File: src/hdl/assert_macros.svh
// Assertion macros used by the top-level RTL file of the zoom/distance focus table.
`ifndef ASSERT_MACROS_SVH
`define ASSERT_MACROS_SVH
`ifndef ASSERT_OFF
// A property that must hold at every clock edge outside reset.
`define ASSERT_CLK(lbl, clk, rstn, prop, msg) \
    lbl: assert property (@(posedge clk) disable iff (!rstn) (prop)) else $error(msg);
// An implication checked in the same cycle outside reset.
`define ASSERT_IMPL(lbl, clk, rstn, ante, cons, msg) \
    lbl: assert property (@(posedge clk) disable iff (!rstn) (ante) |-> (cons)) else $error(msg);
`else
`define ASSERT_CLK(lbl, clk, rstn, prop, msg)
`define ASSERT_IMPL(lbl, clk, rstn, ante, cons, msg)
`endif
`endif

File: src/hdl/zdft_pkg.sv
// Types and constants of the zoom/distance focus table.
package zdft_pkg;

    localparam logic [1:0] OP_UPSERT = 2'd0;
    localparam logic [1:0] OP_LOOKUP = 2'd1;
    localparam logic [1:0] OP_CLEAR  = 2'd2;

    localparam logic [1:0] ST_OK     = 2'd0;
    localparam logic [1:0] ST_NODATA = 2'd1;
    localparam logic [1:0] ST_FULL   = 2'd2;

    localparam int DIV_NW = 32;
    localparam int DIV_DW = 16;

    localparam logic [DIV_NW-1:0] DIOPTER_NUM = 32'd1024000;

    typedef struct packed {
        logic        dir;
        logic [15:0] zoom;
        logic [15:0] diop;
    } t_key;

    typedef struct packed {
        logic               acc;
        logic signed [15:0] offset;
        logic [15:0]        spread;
    } t_val;

endpackage

File: src/hdl/zdft_div.sv
// Restoring divider that produces one quotient bit per cycle.
module zdft_div import zdft_pkg::*; (
    input  logic              i_clk,
    input  logic              i_rst_n,
    input  logic              i_start,
    input  logic [DIV_NW-1:0] i_num,
    input  logic [DIV_DW-1:0] i_den,
    output logic              o_done,
    output logic [DIV_NW-1:0] o_quo
);

    localparam int NCW = $clog2(DIV_NW);

    logic              r_busy;
    logic              r_done;
    logic [NCW-1:0]    r_cnt;
    logic [DIV_DW-1:0] r_rem;
    logic [DIV_DW-1:0] r_den;
    logic [DIV_NW-1:0] r_q;
    logic [DIV_DW:0]   shifted;
    logic              ge;

    assign shifted = {r_rem, r_q[DIV_NW-1]};
    assign ge      = shifted >= {1'b0, r_den};

    always_ff @(posedge i_clk) begin
        if (!i_rst_n) begin
            r_busy <= 1'b0;
            r_done <= 1'b0;
            r_cnt  <= '0;
        end else begin
            r_done <= 1'b0;
            if (i_start) begin
                r_busy <= 1'b1;
                r_cnt  <= '0;
                r_rem  <= '0;
                r_den  <= i_den;
                r_q    <= i_num;
            end else if (r_busy) begin
                r_rem <= ge ? DIV_DW'(shifted - {1'b0, r_den}) : shifted[DIV_DW-1:0];
                r_q   <= {r_q[DIV_NW-2:0], ge};
                r_cnt <= r_cnt + 1'b1;
                if (r_cnt == NCW'(DIV_NW - 1)) begin
                    r_busy <= 1'b0;
                    r_done <= 1'b1;
                end
            end
        end
    end

    assign o_done = r_done;
    assign o_quo  = r_q;

endmodule

File: config.mk
export PLATFORM = sky130hd
export DESIGN_NAME = zdft_div
export DESIGN_NICKNAME = d
export VERILOG_FILES = /design/src/hdl/assert_macros.svh /design/src/hdl/zdft_pkg.sv /design/src/hdl/zdft_div.sv
export SDC_FILE = /design/constraint.sdc
export NUM_CORES = 1
export LEC_CHECK = 0
export BUFFER_PORTS_ARGS = -buffer_cell sky130_fd_sc_hd__clkbuf_2
export CORE_MARGIN = 4
export CORE_UTILIZATION = 54
export DETAILED_ROUTE_END_ITERATION = 8
export PLACE_DENSITY = 0.8
export SYNTH_ARGS = -nofsm -noshare
export SYNTH_HDL_FRONTEND = slang
export SYNTH_SLANG_ARGS = --single-unit
File: constraint.sdc
create_clock -name i_clk -period 2.91 [get_ports i_clk]
set_clock_uncertainty 0.1 [all_clocks]
set_input_delay 0.1455 -clock i_clk [delete_from_list [all_inputs] [get_ports i_clk]]
set_output_delay 0.1455 -clock i_clk [all_outputs]
set_load 0.03 [all_outputs]
# --- After elaboration in Yosys (flattened, before gate mapping) ---
# Cells that the tools add are included.
op_classes:
  bitwise: 2
  n_lt_le_gt_ge: 1
  n_mux: 8
  add_sub_neg: 2
  n_reduce_logical: 5
  n_eq_ne: 1
ops:
  columns: ["operator", "n"]
  rows:
  - ["32-bit 2-to-1 mux", 2]
  - ["16-bit 2-to-1 mux", 2]
  - ["17-bit by 16-bit greater-or-equal comparator with 1-bit output", 1]
  - ["16-bit subtractor", 1]
  - ["5-bit by 1-bit adder with 5-bit output, second input constant", 1]
  - ["5-bit equality test, second input constant", 1]
  - ["1-bit 2-to-1 mux", 4]
  - ["2-bit AND reduction", 2]
  - ["3-bit OR reduction", 1]
  - ["1-bit NOT", 2]
  - ["2-bit nonzero test", 1]
  - ["2-bit OR reduction", 1]
totals:
  inputBits: 51
  register_bits: 71
  output_inout_bits: 33
  wordCells: 25

# --- Longest topological paths before layout ---
# Gate-level depths: netlist of the first run.
logic_depth:
  depth_word: 4
  ltp_mapped: 10
  mapped_depth_nobuf: 10

# --- Least setup slack after synthesis of the first run ---
# OpenSTA, ideal clock, no wires.
synth_timing:
  path_kind: "register -> register"
  startpoint: "register r_q[31] (netlist: o_quo[31])"
  endpoint: "register r_rem[12], data pin"
  t_required_ns: 2.662
  setup_time_ns: 0.148
  path_stages_with_launch: 11
  t_arrival_ns: 2.275
  path_slack_ns: 0.387
  synth_period_minus_slack_ns: 2.523
  path_cell_list: "edfxtp_1 > inv_1 > ha_1 > fa_1 > nor2b_1 > o31a_2 > o21ai_1 > a2111oi_0 > a41o_1 > o21ai_0 > a21oi_1"
synth_between:
  elab_chain_len: 3
  word_cells_on_any_way: 4
  classes_between: "add/sub: 1; order compare: 1; mux: 2"
synth_rtl:
  columns: ["element", "line", "text"]
  rows:
  - ["from (decl)", "zdft_div.sv:19", "logic [DIV_NW-1:0] r_q;"]
  - ["from (signal assigned)", "zdft_div.sv:38", "r_q <= i_num;"]
  - ["from (signal assigned)", "zdft_div.sv:41", "r_q <= {r_q[DIV_NW-2:0], ge};"]
  - ["16-bit subtractor or 17-bit by 16-bit greater-or-equal comparator with 1-bit output (tied branches)", "zdft_div.sv:40, zdft_div.sv:24", null]
  - ["16-bit 2-to-1 mux *", "zdft_div.sv:40", "r_rem <= ge ? DIV_DW'(shifted - {1'b0, r_den}) : shifted[DIV_DW-1:0];"]
  - ["16-bit 2-to-1 mux *", "zdft_div.sv:39", "end else if (r_busy) begin"]
  - ["to (signal assigned)", "zdft_div.sv:40", null]
  - ["to (decl)", "zdft_div.sv:17", "logic [DIV_DW-1:0] r_rem;"]
# Mark *: on every way between the ends. The rest lies on a longest branch, timed or not. The select of a mux whose other input is x is not followed.
# A chain may end at the register's enable or synchronous reset.

# --- Final worst setup path of the first run ---
layout_timing:
  startpoint: "register r_rem[1]"
  endpoint: "register r_q[0] (netlist: o_quo[0]), data pin"
layout_between:
  elab_chain_len: 3
layout_rtl:
  columns: ["element", "line", "text"]
  rows:
  - ["17-bit by 16-bit greater-or-equal comparator with 1-bit output", "zdft_div.sv:24", "assign ge = shifted >= {1'b0, r_den};"]
  - ["32-bit 2-to-1 mux", "zdft_div.sv:39", null]
  - ["32-bit 2-to-1 mux", "zdft_div.sv:33", "if (i_start) begin"]
# Every way passes these cells. The select of a mux whose other input is x is not followed.

==> flow_summary.json, run 1 <==
{
  "num_vias": 2751,
  "crit_fanout": 22,
  "ff2ff_path_depth": 7,
  "min_period_over_period_pct": 90.9,
  "grtUsageTotal_pct": 21.1,
  "drt_first_iter_violations": 161,
  "cp-endpoint": "o_quo[0]",
  "synth_warnings": 0,
  "nets": 489,
  "die_w_um": 90.9,
  "slew_violations": 0,
  "r2r_setup_slack_ns": 0.26,
  "min_period_ns": 2.65,
  "worstSetupPathType": "reg -> reg",
  "drc_errors": 0,
  "rows": 29,
  "diodes": 0,
  "clk_pin_slew_ns": 0.08,
  "instances_no_fill": 501,
  "syn_area_per_cell_um2": 12.6,
  "synthFlopType": "edfxtp_1",
  "cp.required_ns": 2.90,
  "routed_wl_um": 8410,
  "dieArea_um2": 8260,
  "ys_seq_area_share_pct": 55.6,
  "die_y_um": 90.9,
  "cts_buffers": 9,
  "cts_buffer_depth": 2,
  "reg2reg_from": "r_rem[1]",
  "cts_tree": "yes",
  "synth_cell_type_count": 50,
  "syn_area_um2": 3710,
  "cpMaxStageDelayCell": "edfxtp_1",
  "regToRegEndpoint": "o_quo[0]",
  "synthesis.instances": 295,
  "final_area_um2": 4760,
  "drive_gt1_share_pct": 33.3,
  "grt_overflow": 0,
  "grt_max_degree": 48,
  "root_buffer": "clkbuf_8",
  "wire_per_inst_um": 16.8,
  "worstSetupEndpointType": "flop",
  "fillers": 410,
  "drtAntennaViolNets": 0,
  "crit_chain": "ha_1 > o211ai_2 > a21oi_2 > o41ai_2 > o311ai_1 > a21o_2 > mux2_4",
  "status": "finished clean",
  "async_flop_share_pct": 0,
  "htreeDepth": 3,
  "synth_edf_count": 64,
  "fmax_ghz": 0.378,
  "first_global_vias": 2842,
  "placed_cell_area_um2": 4190,
  "synthesis.nets": 365,
  "grt_pass1_wl_um": 13800,
  "core_area_um2": 6490,
  "cp-startpoint": "r_rem[1]",
  "placed_cells": 446,
  "critPathLaunchType": "flop",
  "max_cap_violations": 0,
  "ir_worst_vdd_mv": 0.357,
  "clk_latency_ns": 0.35,
  "hold_viol_final": 0,
  "antenna_found_initial": 0,
  "globalplace.congestion": 0.890,
  "worstPathArrival_ns": 2.64,
  "avgViaCountPerCell": 5.49,
  "synthToLayoutAreaGrowth_pct": 28.3,
  "worstMarginPinSlew_ns": 0.811,
  "slew_headroom_pct": 45.9,
  "slowest_delay_ns": 0.40,
  "p_per_area_nw_per_um2": 551,
  "rsz0062_at_grt": "no",
  "post_cts_resized": 0,
  "hp-class": "in -> reg",
  "portBuffers": 83,
  "tns_ns": 0,
  "setup_viol": 0,
  "dp_hpwl_um": 5440,
  "first_pass_iters": 6,
  "p_leak_uw": 0.00206,
  "num_io_pins": 84,
  "synth-seq-cells": 71,
  "numClockSinks": 71,
  "post-route-util_pct": 73.3,
  "initial_core_util_pct": 57.1
}
==> final cells by class <==
| cell class | instances | area [µm²] | share of cell area [%] |
|---|---|---|---|
| sequential | 71 | 2060 | 43.3 |
| multi-input combinational | 192 | 1510 | 31.8 |
| timing repair buffer | 124 | 833 | 17.5 |
| clock buffer | 11 | 141 | 2.97 |
| tap | 77 | 96.3 | 2.02 |
| inverter | 21 | 78.8 | 1.66 |
| clock inverter | 5 | 33.8 | 0.710 |
==> per-layer routing <==
metal	part of all wire [%]	vias up	GRT usage, %	routed length [µm]
li1	-	1337	-	-
met1	41	1289	26.3	3470
met2	49	114	34.8	4150
met3	7.9	11	7.17	667
met4	1.5	0	5.90	124
met5	0	-	0	0
==> sequential cells by signal (all words and copies together), names as in the netlist <==
name / cells
o_quo: 32
o_done: 1
r_den: 16
r_rem: 16
r_cnt: 5
r_busy: 1
==> layout by cell type, fill, tap and decap left out, drive strengths merged, types with 2 or more instances in the layout <==
| cell | n |
|---|---|
| clkbuf | 94 |
| edfxtp | 64 |
| dlygate4sd3 | 39 |
| mux2 | 32 |
| nor2 | 24 |
| inv | 22 |
| nand2 | 18 |
| ha | 18 |
| a21oi | 14 |
| mux2i | 10 |
| xnor2 | 10 |
| a21o | 8 |
| o21ai | 8 |
| dfxtp | 7 |
| o21a | 6 |
| a211oi | 5 |
| nand4 | 4 |
| nand3 | 4 |
| xor2 | 4 |
| clkinv | 4 |
| a31oi | 2 |
| nand2b | 2 |
| o211ai | 2 |
| buf | 2 |
==> metrics by stage <==
stage	hold slack [ns]	power, µW	setup WS [ns]
after floorplan	0.144	1730	0.387
after global placement	0.223	1850	0.335
after detailed placement	0.224	1870	0.283
after CTS	0.000310	2620	0.258
after global routing	0.00442	2750	0.0747
final	0.0107	2620	0.264
==> synth_stat cells (6+ instances only) <==
library cell  count  area (µm²)
mux2i_1          10         100
o21ai_0           7        35.0
inv_1            21        78.8
a21oi_1          13        65.1
nor2_1           24        90.1
nand2_1          18        67.6
clkbuf_1          7        26.3
a21o_1            7        52.6
xnor2_1          10        87.6
o21a_1            6        45.0
dfxtp_1           7         140
ha_1             18         225
edfxtp_1         64        1920
mux2_2           31         349
==> worst max-delay path, delay by kind of cell, from the launching register on <==
| kind | cells | cell delay [ns] |
|---|---|---|
| AO/OA/AOI/OAI | 5 | 1.19 |
| multiplexers | 1 | 0.32 |
| adder cells (fa/ha/maj) | 1 | 0.39 |
| flip-flops | 1 | 0.40 |
==> how the worst min path moves through the flow <==
stage / from / end / slack [ns] / cells after the start
after floorplan: i_den[0] / r_den[0] / 0.14 / 0
after global placement: i_den[4] / r_den[4] / 0.22 / 1
after detailed placement: i_den[2] / r_den[2] / 0.22 / 1
after CTS: i_num[23] / o_quo[23] / 0.0003 / 2
after global routing: i_num[23] / o_quo[23] / 0.004 / 2
final: i_num[23] / o_quo[23] / 0.01 / 2
==> logic make-up (layout without fill, tap and decap cells) <==
kind of cell / count (synthesis) / after routing / share of synthesized area (%)
AO/OA/AOI/OAI: 57 / 57 / 11.1
XOR/XNOR: 14 / 14 / 3.31
adder cells (fa/ha/maj): 19 / 19 / 6.61
buffers and inverters: 32 / 161 / 3.64
flip-flops: 71 / 71 / 55.6
multiplexers: 42 / 42 / 12.5
AND/OR/NAND/NOR: 60 / 60 / 7.29
==> power by group <==
part / switching [µW] / internal [µW]
Combinational: 359 / 294
Sequential: 41.0 / 1210
Clock: 384 / 334
Total: 784 / 1840
==> repair_timing <==
action,CTS,global route
hold buffers,37,2
hold endpoints to repair,37,2
setup buffers,0,0
setup endpoints to repair,0,0
(Power assumes the default switching activity.)
==> inputs of run 2 (changes only) <==
==> constraint.sdc (replaced) <==
create_clock -name i_clk -period 2.5 [get_ports i_clk]
set_clock_uncertainty 0.1 [all_clocks]
set_input_delay 0.125 -clock i_clk [delete_from_list [all_inputs] [get_ports i_clk]]
set_output_delay 0.125 -clock i_clk [all_outputs]
set_load 0.03 [all_outputs]
==> run 2 against run 1 <==
The flow now finishes with violations (negative setup slack). Clock power grew 50%. Utilization grew 8.5 points. Via count grew 16%. Worst hold slack gained 0.11 ns. Sequential power grew 17%. Global-route usage grew 5.5 points. Clock-buffer cell count shrank 1. Sequential cell count is the same.
==> flow_summary.json, run 2 (synthesized netlist as in run 1, its figures left out) <==
{
  "cts_buffer_depth": 2,
  "synthToLayoutAreaGrowth_pct": 43.1,
  "cp.required_ns": 2.50,
  "dp_hpwl_um": 6000,
  "p_leak_uw": 0.00227,
  "worstSetupPathType": "reg -> reg",
  "setup_viol": 3,
  "drt_first_iter_violations": 229,
  "post-route-util_pct": 81.8,
  "fillers": 309,
  "fmax_ghz": 0.396,
  "combPwrFrac_pct": 28.7,
  "htreeDepth": 3,
  "status": "finished, violations left",
  "power.internal_uw": 2450,
  "drc_errors": 0,
  "first_pass_iters": 5,
  "worstMarginPinSlew_ns": 0.533,
  "pwr-share-clk_pct": 30.2,
  "hp-class": "in -> reg",
  "min_period_over_period_pct": 101,
  "clk_pin_slew_ns": 0.09,
  "slew_violations": 0,
  "hold_viol_final": 0,
  "placed_cells": 463,
  "crit_fanout": 3,
  "r2r_setup_slack_ns": -0.02,
  "clk_latency_ns": 0.37,
  "worst_hold_slack_ns": 0.124,
  "worstPathArrival_ns": 2.53,
  "grt_overflow": 0,
  "numClockSinks": 71,
  "routed_wl_um": 11500,
  "drtAntennaViolNets": 0,
  "drive_gt1_share_pct": 41.8,
  "cts_tree": "yes",
  "initial_core_util_pct": 57.1,
  "layout_commonest_cell": "clkbuf_2",
  "wire_per_inst_um": 21.4,
  "first_global_vias": 3215,
  "nets": 524,
  "violations": "negative setup slack",
  "core_area_um2": 6490,
  "cts_buffers": 9,
  "grtUsageTotal_pct": 26.5,
  "num_vias": 3194,
  "critPathLaunchType": "flop",
  "largest_reg_flops": 32,
  "rsz0062_at_grt": "yes",
  "rows": 29,
  "diodes": 0,
  "die_y_um": 90.9,
  "p_per_area_nw_per_um2": 671,
  "setup_slack_ns": -0.0248,
  "worstSetupEndpointType": "flop",
  "antenna_found_initial": 0,
  "grt_pass1_wl_um": 16900,
  "avgViaCountPerCell": 5.96,
  "final_cell_mix": "clkbuf_2, edfxtp_1, dlygate4sd3_1, mux2_2, nor2_1",
  "min_period_ns": 2.52,
  "portBuffers": 83,
  "die_w_um": 90.9,
  "ir_worst_vdd_mv": 0.513,
  "grt_max_degree": 41,
  "swShare_pct": 31.2,
  "globalplace.congestion": 0.880,
  "instances_no_fill": 536,
  "max_cap_violations": 0,
  "dp_slack_ns": -0.0938,
  "dieArea_um2": 8260,
  "slew_headroom_pct": 64.5,
  "num_io_pins": 84,
  "pwr-share-seq_pct": 41.1,
  "root_buffer": "clkbuf_8",
  "p_sw_uw": 1110,
  "fin_total_pwr_uw": 3560
}
run 2: layout make-up:
cell class | count | area, µm² | area share [%]
well taps | 77 | 96.3 | 1.81
multi-input cells | 195 | 1750 | 33.0
clock buffers | 10 | 128 | 2.40
repair buffers | 156 | 1100 | 20.7
inverters | 21 | 78.8 | 1.48
flip-flops and latches | 71 | 2060 | 38.8
clock inverters | 6 | 93.8 | 1.77
run 2: worst max-delay path, cell delays in order (launching register included):
cell	delay (ns)
edfxtp_1	0.42
inv_2	0.10
ha_4	0.20
or2b_1	0.18
a21oi_2	0.08
buf_4	0.15
o31ai_4	0.21
a21oi_2	0.10
o32a_1	0.39
xnor2_2	0.24
a21oi_2	0.10
run 2: routing by layer:
layer  part of all wire, %  up-vias  wire (µm)  GRT usage, %
met4                   3.4        0        386          10.1
met5                     0        -          0             0
met1                    38     1525       4390          32.2
met2                    50      212       5740          45.0
met3                   8.5       41        973          7.25
li1                      -     1416          -             -
run 2: final timing paths:
check | start | end | cells after the start
worst max-delay path | r_den[1] | r_rem[15] | 10
worst min-delay path | i_rst_n | r_cnt[3] | 3
worst max register to register | r_den[1] | r_rem[15] | 10
worst min register to register | r_cnt[3] | r_cnt[3] | 2
run 2: stage by stage:
stage / cell area (µm²) / TNS, ns
5_1_grt: 5310 / -1.01
3_3_place_gp: 4330 / -0.0164
4_1_cts: 5060 / -0.0298
6_report: 5310 / -0.0426
2_1_floorplan: 3720 / 0
3_5_place_dp: 4330 / -0.724
run 2: what timing repair did:
action | 4_1_cts | 5_1_grt
gates resized for setup | 5 | 33
pin swaps | 1 | 18
endpoints found under the hold margin | 47 | 1
gates cloned | 1 | 2
endpoints found under the setup margin | 17 | 17
hold buffers | 47 | 1
setup buffers | 0 | 7
run 2: power by group through the flow:
stage               clock network, µW  logic (µW)  registers [µW]
global route                     1130        1090            1470
detailed placement                  0         770            1480
finish                           1080        1020            1460
floorplan                           0         485            1530
global placement                    0         742            1470
CTS                              1040         847            1450
==> inputs of run 3 (changes only) <==
--- a/config.mk
+++ b/config.mk
@@ -6,7 +6,7 @@
 export NUM_CORES = 1
 export LEC_CHECK = 0
 export BUFFER_PORTS_ARGS = -buffer_cell sky130_fd_sc_hd__clkbuf_2
-export CORE_MARGIN = 4
+export CORE_MARGIN = 5
 export CORE_UTILIZATION = 54
 export DETAILED_ROUTE_END_ITERATION = 8
 export PLACE_DENSITY = 0.8
==> run 3 against run 2 <==
The flow still finishes with violations (negative setup slack). First-iteration DRC count grew 7.9%. Wire length shrank 6.8%. Die area grew 4.4%. Register-to-register slack lost 0.02 ns. Worst hold slack lost 0.0090 ns. Critical path depth shrank 1. Via count shrank 3.2%. Power shrank 4.1%. Non-clock buffer count grew 4. Design area shrank 1.4%. Utilization shrank 4.3 points. Sequential share of layout area grew 0.55 points.
==> flow_summary.json, run 3 (synthesized netlist as in run 1, its figures left out) <==
{
  "ir_worst_vdd_mv": 0.500,
  "min_period_ns": 2.54,
  "worstSetupPathType": "reg -> reg",
  "slowest_delay_ns": 0.46,
  "htreeDepth": 3,
  "slew_violations": 0,
  "largest_reg_flops": 32,
  "fmax_ghz": 0.394,
  "min_to": "r_cnt[0]",
  "clk_latency_ns": 0.36,
  "regToRegEndpoint": "r_rem[15]",
  "violations": "negative setup slack",
  "grt_overflow": 0,
  "root_buffer": "clkbuf_8",
  "power.internal_uw": 2360,
  "cts_tree": "yes",
  "worst_hold_slack_ns": 0.115,
  "hold_path_depth": 3,
  "grt_max_degree": 33,
  "portBuffers": 83,
  "die_y_um": 92.9,
  "combPwrFrac_pct": 28.3,
  "pwr-share-seq_pct": 42.7,
  "first_global_vias": 3197,
  "pwr-share-clk_pct": 29.0,
  "p_per_area_nw_per_um2": 652,
  "cts_buffers": 9,
  "globalplace.congestion": 0.940,
  "min_period_over_period_pct": 102,
  "layout_commonest_cell": "clkbuf_2",
  "final_area_um2": 5240,
  "tns_ns": -0.0776,
  "ff2ff_path_depth": 9,
  "avgViaCountPerCell": 5.73,
  "diodes": 0,
  "num_vias": 3093,
  "final_cell_mix": "clkbuf_2, edfxtp_1, dlygate4sd3_1, mux2_2, buf_4",
  "grtUsageTotal_pct": 24.6,
  "fin_total_pwr_uw": 3420,
  "cp.required_ns": 2.50,
  "num_io_pins": 84,
  "max_cap_violations": 0,
  "critPathLaunchType": "flop",
  "crit_fanout": 3,
  "drt_first_iter_violations": 247,
  "cts_buffer_depth": 2,
  "cpMostUsedCell": "a21oi_2",
  "swShare_pct": 30.9,
  "p_sw_uw": 1060,
  "slew_headroom_pct": 64.7,
  "core_area_um2": 6760,
  "hp-class": "in -> reg",
  "drive_gt1_share_pct": 40.0,
  "rows": 30,
  "nets": 525,
  "fillers": 378,
  "critPathBufInv": 1,
  "clk_pin_slew_ns": 0.09,
  "drc_errors": 0,
  "hold_viol_final": 0,
  "synthToLayoutAreaGrowth_pct": 41.1,
  "dieArea_um2": 8630,
  "numClockSinks": 71,
  "dp_hpwl_um": 5840,
  "worstMarginPinSlew_ns": 0.529,
  "hp-start": "i_rst_n",
  "crit_chain": "ha_4 > or2b_1 > a21oi_2 > buf_4 > o31ai_4 > a21oi_2 > o32a_1 > xnor2_1 > a21oi_1",
  "post-route-util_pct": 77.5,
  "drtAntennaViolNets": 0,
  "worstPathArrival_ns": 2.54,
  "die_w_um": 92.9,
  "rsz0062_at_grt": "yes",
  "setup_slack_ns": -0.0404,
  "p_leak_uw": 0.00225,
  "status": "finished, violations left",
  "setup_viol": 3,
  "crit_family": "compound AO/OA/AOI/OAI gates",
  "worstSetupEndpointType": "flop",
  "routed_wl_um": 10700,
  "first_pass_iters": 5,
  "reg2reg_from": "r_rem[0]",
  "cpMaxStageDelayCell": "edfxtp_1",
  "antenna_found_initial": 0,
  "initial_core_util_pct": 54.9,
  "placed_cell_area_um2": 4350,
  "wire_per_inst_um": 19.8,
  "cp-startpoint": "r_rem[0]",
  "grt_pass1_wl_um": 16200,
  "r2r_setup_slack_ns": -0.04
}
==> run 3: stage by stage <==
step	setup slack, ns	std cells
floorplan	0.0105	295
detailed placement	-0.0319	467
finish	-0.0404	540
global route	-0.151	540
CTS	0.00120	533
global placement	0.0140	467
==> run 3: how the worst max path moves through the flow <==
| stage | end | slack [ns] | depth (start not counted) |
|---|---|---|---|
| after global placement | r_rem[6] | 0.01 | 8 |
| after global routing | r_rem[2] | -0.15 | 9 |
| after detailed placement | r_rem[9] | -0.03 | 8 |
| after floorplan | r_rem[12] | 0.01 | 10 |
| final | r_rem[15] | -0.04 | 9 |
| after CTS | r_rem[9] | 0.001 | 8 |
==> run 3: layer usage <==
layer / GRT usage, % / part of all wire, % / up-vias
met5: 0 / 0 / -
met4: 11.6 / 3.5 / 0
met3: 5.61 / 8.1 / 35
met2: 41.6 / 50 / 182
met1: 29.5 / 38 / 1466
li1: - / - / 1410
==> run 3: power by group through the flow <==
stage	clock network (µW)	logic (µW)	registers, µW
after global placement	0	758	1470
after floorplan	0	485	1530
after global routing	1060	1040	1470
final	990	967	1460
after CTS	960	859	1450
after detailed placement	0	778	1470
==> run 3: what timing repair did <==
| action | in CTS | in global routing |
|---|---|---|
| setup endpoints to repair | 11 | 16 |
| hold buffers | 48 | 0 |
| setup buffers | 2 | 7 |
| resized for setup | 4 | 16 |
| hold endpoints to repair | 48 | 0 |
| pin swaps | 2 | 8 |
==> run 3: worst reg2reg max path: stages (launching register included) <==
cell,delay [ns]
edfxtp_1,0.46
ha_4,0.27
or2b_1,0.19
a21oi_2,0.09
buf_4,0.16
o31ai_4,0.28
a21oi_2,0.11
o32a_1,0.31
xnor2_1,0.19
a21oi_1,0.12
==> run 3: layout make-up <==
class / instances / area, µm² / share of cell area (%)
tap: 80 / 100 / 1.91
inverter: 21 / 78.8 / 1.51
multi-input combinational: 192 / 1650 / 31.4
timing repair buffer: 160 / 1140 / 21.7
clock buffer: 12 / 178 / 3.39
clock inverter: 4 / 32.5 / 0.621
sequential: 71 / 2060 / 39.4
